[src/rtl/lob_pkg.sv]
`timescale 1ns / 1ps
`default_nettype none
package lob_pkg;
    localparam int MAX_ORDERS = 64;
    localparam int IDX_W      = $clog2(MAX_ORDERS);
    localparam int CNT_W      = $clog2(MAX_ORDERS + 1);
    localparam int PRICE_W    = 30;
    localparam int AGENT_W    = 8;
    localparam int QTY_W      = 32;
    localparam int ID_W       = 32;
    localparam int FEE_W      = 16;
    localparam int FEE_TOT_W  = 22;

    localparam logic [PRICE_W-1:0] PRICE_TOP = PRICE_W'(999999999);
    localparam logic [PRICE_W-1:0] NO_ASK    = PRICE_W'(1000000000);
    localparam logic [ID_W-1:0]    ID_END    = '1;

    typedef enum logic [1:0] {
        REQ_ADD    = 2'd0,
        REQ_MARKET = 2'd1,
        REQ_CANCEL = 2'd2,
        REQ_CLEAR  = 2'd3
    } t_req;

    typedef enum logic [1:0] {
        ST_OK        = 2'd0,
        ST_NOT_FOUND = 2'd1,
        ST_FULL      = 2'd2,
        ST_IDS_OUT   = 2'd3
    } t_status;

    typedef enum logic [1:0] {
        S_IDLE,
        S_SCAN,
        S_DECIDE
    } t_state;

    // one resting order; side 1 is a bid
    typedef struct packed {
        logic               side;
        logic [PRICE_W-1:0] price;
        logic [AGENT_W-1:0] agent;
        logic [QTY_W-1:0]   qty;
        logic [ID_W-1:0]    id;
    } t_row;

    typedef struct packed {
        logic               is_buy;
        logic [AGENT_W-1:0] agent;
        logic [ID_W-1:0]    cid;
        logic               clr_en;
    } t_scan_ctx;

    typedef struct packed {
        logic [PRICE_W-1:0] best_bid;
        logic [PRICE_W-1:0] best_ask;
        logic               pick_found;
        logic [IDX_W-1:0]   pick_idx;
        t_row               pick_row;
        logic               free_found;
        logic [IDX_W-1:0]   free_idx;
        logic               match_found;
        logic [IDX_W-1:0]   match_idx;
        logic [CNT_W-1:0]   clr_count;
    } t_scan_res;
endpackage
`default_nettype wire

[src/rtl/lob_scan.sv]
`timescale 1ns / 1ps
`default_nettype none
module lob_scan (
    input  wire logic                      i_clk,
    input  wire logic                      i_rst_n,
    input  wire logic                      i_init,
    input  wire logic                      i_stage_v,
    input  wire logic [lob_pkg::IDX_W-1:0] i_stage_idx,
    input  wire lob_pkg::t_row             i_row,
    input  wire logic                      i_row_valid,
    input  wire lob_pkg::t_scan_ctx        i_ctx,
    output lob_pkg::t_scan_res             o_res,
    output logic                           o_clr_hit
);
    import lob_pkg::*;

    t_scan_res r_res;
    t_scan_res n_res;
    logic      vld;
    logic      live;
    logic      clr_hit;
    logic      eligible;
    logic      better;

    always_comb begin
        vld      = i_stage_v & i_row_valid;
        clr_hit  = vld & i_ctx.clr_en & (i_row.agent == i_ctx.agent);
        live     = vld & ~clr_hit;
        eligible = live & (i_row.agent != i_ctx.agent) & (i_row.side != i_ctx.is_buy);
        // price first, then older id
        if (i_row.price != r_res.pick_row.price) begin
            better = i_ctx.is_buy ? (i_row.price < r_res.pick_row.price)
                                  : (i_row.price > r_res.pick_row.price);
        end else begin
            better = i_row.id < r_res.pick_row.id;
        end

        n_res = r_res;
        if (i_init) begin
            n_res             = '0;
            n_res.best_ask    = NO_ASK;
        end else if (i_stage_v) begin
            if (live && i_row.side && (i_row.price > r_res.best_bid)) begin
                n_res.best_bid = i_row.price;
            end
            if (live && !i_row.side && (i_row.price < r_res.best_ask)) begin
                n_res.best_ask = i_row.price;
            end
            if (eligible && (!r_res.pick_found || better)) begin
                n_res.pick_found = 1'b1;
                n_res.pick_idx   = i_stage_idx;
                n_res.pick_row   = i_row;
            end
            if (live && (i_row.id == i_ctx.cid) && !r_res.match_found) begin
                n_res.match_found = 1'b1;
                n_res.match_idx   = i_stage_idx;
            end
            if (!i_row_valid && !r_res.free_found) begin
                n_res.free_found = 1'b1;
                n_res.free_idx   = i_stage_idx;
            end
            if (clr_hit) begin
                n_res.clr_count = r_res.clr_count + CNT_W'(1);
            end
        end
    end

    always_ff @(posedge i_clk) begin
        if (!i_rst_n) begin
            r_res          <= '0;
            r_res.best_ask <= NO_ASK;
        end else begin
            r_res <= n_res;
        end
    end

    assign o_res     = r_res;
    assign o_clr_hit = clr_hit;
endmodule
`default_nettype wire

[config.mk]
export PLATFORM = sky130hd
export DESIGN_NAME = lob_scan
export DESIGN_NICKNAME = d
export VERILOG_FILES = /design/src/rtl/lob_pkg.sv /design/src/rtl/lob_scan.sv
export SDC_FILE = /design/constraint.sdc
export NUM_CORES = 1
export LEC_CHECK = 0
export BUFFER_PORTS_ARGS = -buffer_cell sky130_fd_sc_hd__buf_2
export CAP_MARGIN = 20
export CORE_UTILIZATION = 40
export DETAILED_ROUTE_END_ITERATION = 8
export PLACE_DENSITY = 0.76
export SLEW_MARGIN = 10
export SYNTH_ARGS = -nofsm -noshare
export SYNTH_HDL_FRONTEND = slang
export SYNTH_SLANG_ARGS = --single-unit
[constraint.sdc]
create_clock -name i_clk -period 5.48 [get_ports i_clk]
set_input_delay 0.822 -clock i_clk [delete_from_list [all_inputs] [get_ports i_clk]]
set_output_delay 0.822 -clock i_clk [all_outputs]
set_load 0.01 [all_outputs]
==> results.py <==
metrics = {
    "global_route": {
        "globalRouteOverflowTotal": 0,
        "track_usage_pct": 23.83,
        "grt_pass1_wl_um": 53270,
        "antenna_found_initial": 3,
        "grt_pass1_vias": 10120,
        "grt_max_degree": 111,
    },
    "route": {
        "num_vias": 10850,
        "first_pass_iters": 5,
        "drc": 0,
        "ant_nets": 0,
        "viasPerCell": 5.509,
        "wl_per_cell_um": 17.45,
        "drt_wl_total_um": 34350,
        "drtIter0Drc": 817,
    },
    "clock_network": {
        "clk_pin_slew_worst_paths_ns": 0.08,
        "cts_tree": "done",
        "post-cts-setup-buffer-count": 0,
        "root_buffer": "clkbuf_16",
        "cts.sinks": 191,
        "cts_inserted_buffers": 17,
        "ctsHoldBuffers": 0,
        "cts_resized": 0,
        "insertion_delay_ns": 0.44,
        "cts_buffer_depth": 2,
        "h-tree-depth": 4,
    },
    "synthesis": {
        "ys_ff_latch": 191,
        "synth_edf_count": 0,
        "synth_area_per_cell_um2": 8.364,
        "yosysMostFrequentCell": "dfxtp_1",
        "synth_top_area_share_pct": 34.63,
        "synth_nets": 1597,
        "ys_warn_count": 0,
        "synth.area.top_cells": "dfxtp_1 35%, ha_1 14%, mux2i_1 7.1%",
        "yosysSeqAreaShare_pct": 34.63,
        "synth_common_cells": "191 x dfxtp_1, 152 x nand2_1, 124 x inv_1",
        "syn-cell-area_mm2": 0.01104,
        "synth.largest_area_cell": "dfxtp_1",
        "synth_ff_type": "dfxtp_1",
        "async_flop_share_pct": 0,
        "yosysUniqueCellTypes": 50,
        "synthesis.instances": 1320,
    },
    "layout": {
        "drive_above_1_share_pct": 24.95,
        "areaGrowthSynthToFinish_pct": 23.15,
        "largest_reg_flops": 191,
        "seqCellArea_mm2": 0.003824,
        "nFillCells": 2583,
        "multi_input_area_mm2": 0.006419,
        "nets": 1891,
    },
    "power_and_ir_drop": {
        "p_leak_nw": 6.142,
        "power_density_mw_per_mm2": 238.4,
        "worst_ir_drop_vdd_uv": 200.7,
        "finalPower_mw": 3.242,
    },
    "sta": {
        "setup_viol": 0,
        "worstMarginPinSlew_ns": 1.153,
        "tns_ns": 0,
        "slew_headroom_pct": 22.97,
        "final_max_slew_viol_count": 0,
        "clock.fmax_mhz": 255.8,
        "period_minus_slack_ns": 3.910,
        "hold_viol": 0,
        "clock_skew_ns": 0.02149,
        "rsz0062_at_grt": "false",
        "fin_crit_sh_pct": 71.35,
    },
    "die": {
        "die_h_um": 168.1,
        "dieArea_mm2": 0.02827,
        "rows": 60,
        "initial_core_util_pct": 40.85,
        "die_w_um": 168.1,
        "core_mm2": 0.02703,
        "io_pins": 348,
    },
    "run": {
        "drv_cap": 0,
    },
    "place": {
        "hpwl_um": 25780,
        "gp_congestion": 0.9194,
        "numPortBuffers": 347,
    },
    "worst_hold_path": {
        "worstHoldPathType": "reg2reg",
        "min-delay-start": "o_res[90]$_SDFFE_PP0P_",
        "min_to": "o_res[90]$_SDFFE_PP0P_",
        "holdPathStages": 2,
    },
    "critical_path": {
        "worstReg2RegStart": "o_res[114]$_SDFFE_PP0P_",
        "worstPathRequired_ns": 5.83,
        "endpoint_kind": "register",
        "slowest_delay_ns": 0.65,
        "cp_top_family": "simple AND/OR/NAND/NOR gates",
        "crit_chain": "buf_2 > ha_1 > nand4_1 > nor4_2 > nand3_1 > and2_1 > a31o_2 > buf_4 > nor2_4 > buf_12 > mux2i_1",
        "cpMaxStageDelayCell": "nor2_4",
        "path_class": "in2reg",
        "crit_buf_inv": 3,
        "start_kind": "input port",
        "r2r_setup_slack_ns": 1.69,
        "reg2reg_depth": 11,
        "r2r-end": "o_res[73]$_SDFFE_PP0P_",
        "critPathMaxFanout": 89,
        "arrival_ns": 4.26,
    },
    "outcome": {
        "status": "finished clean",
    },
}
[how the worst max path moves through the flow]
stage | end | slack (ns) | startpoint | cells after the start
after detailed placement | o_res[73]$_SDFFE_PP0P_ | 1.12 | i_row[97] | 11
final | o_res[73]$_SDFFE_PP0P_ | 1.57 | i_row[93] | 11
after floorplan | o_res[38]$_SDFFE_PP0P_ | 2.48 | i_row[99] | 11
after global placement | o_res[68]$_SDFFE_PP0P_ | 1.26 | i_row[97] | 11
after global routing | o_res[73]$_SDFFE_PP0P_ | 1.32 | i_row[93] | 11
after CTS | o_res[73]$_SDFFE_PP0P_ | 1.58 | i_row[97] | 11
[metal layers]
metal / global-route usage, % / part of all wire, % / routed length [um] / up-vias
met5: 0 / 0.049 / 17 / -
met4: 9.249 / 2.7 / 918 / 4
met3: 5.806 / 6.9 / 2381 / 64
met2: 39.69 / 48 / 16330 / 408
met1: 29.65 / 43 / 14710 / 5125
li1: - / - / - / 5247
[power breakdown]
part	total, mW	switching (mW)	internal, mW
Sequential	1.43	0.0188	1.42
Combinational	0.510	0.307	0.203
Clock	1.30	0.672	0.625
Total	3.24	0.998	2.24
[worst reg2reg max path: cells and delay by family, from the launching register on]
family | cells | cell delay, ns
AOI/OAI and AO/OA | 1 | 0.24
adders and majority gates | 1 | 0.32
and+or+nand+nor | 5 | 1.73
DFF | 1 | 0.36
buffers and inverters | 3 | 0.77
muxes | 1 | 0.30
[cell type report]
cell class,instances,share of cell area (%)
multi-input cells,920,47.21
flip-flops and latches,191,28.12
repair buffers,360,13.58
inverters,124,3.423
well taps,341,3.138
clock buffers,17,3.129
clock inverters,15,1.380
diodes,1,0.01840
[logic make-up after synthesis]
logic type	after synthesis	synth area share (%)
and+or+nand+nor	394	17.25
AOI/OAI and AO/OA	280	15.89
xor gates and xnor gates	47	3.729
muxes	78	7.072
adders and majority gates	121	13.71
buffers and inverters	209	7.718
DFF	191	34.63
[metrics by stage]
stage	cell area [um^2]	util (%)	setup slack (ns)	hold slack, ns	std cells
after floorplan	11040	-	2.476	0.4823	1320
after global placement	12980	48.03	1.265	0.4409	1936
after detailed placement	12980	48.03	1.122	0.4513	1936
after global routing	13600	50.31	1.317	0.4779	1969
final	13600	50.31	1.570	0.4612	1969
after CTS	13590	50.30	1.578	0.4621	1968
[cells in the final DEF (no fill, tap or decap), drive strengths merged, types with 2 or more instances in the layout]
cell and instances:
o21ai 61, and4 4, inv 131, dfxtp 191, clkbuf 17, a21o 27, nor3 27, o2111ai 2
ha 121, nand2 152, or3 46, buf 360, nand2b 5, a31oi 17, nor2b 6, a211oi 2
xnor2 27, nor4 8, nand3 56, nand4 44, a221oi 3, a31o 2, o211ai 43, a21oi 82
and2 2, o31ai 30, xor2 20, clkinv 7, nor2 40, nor3b 2, mux2i 78
Power figures use the tool's default switching activity.
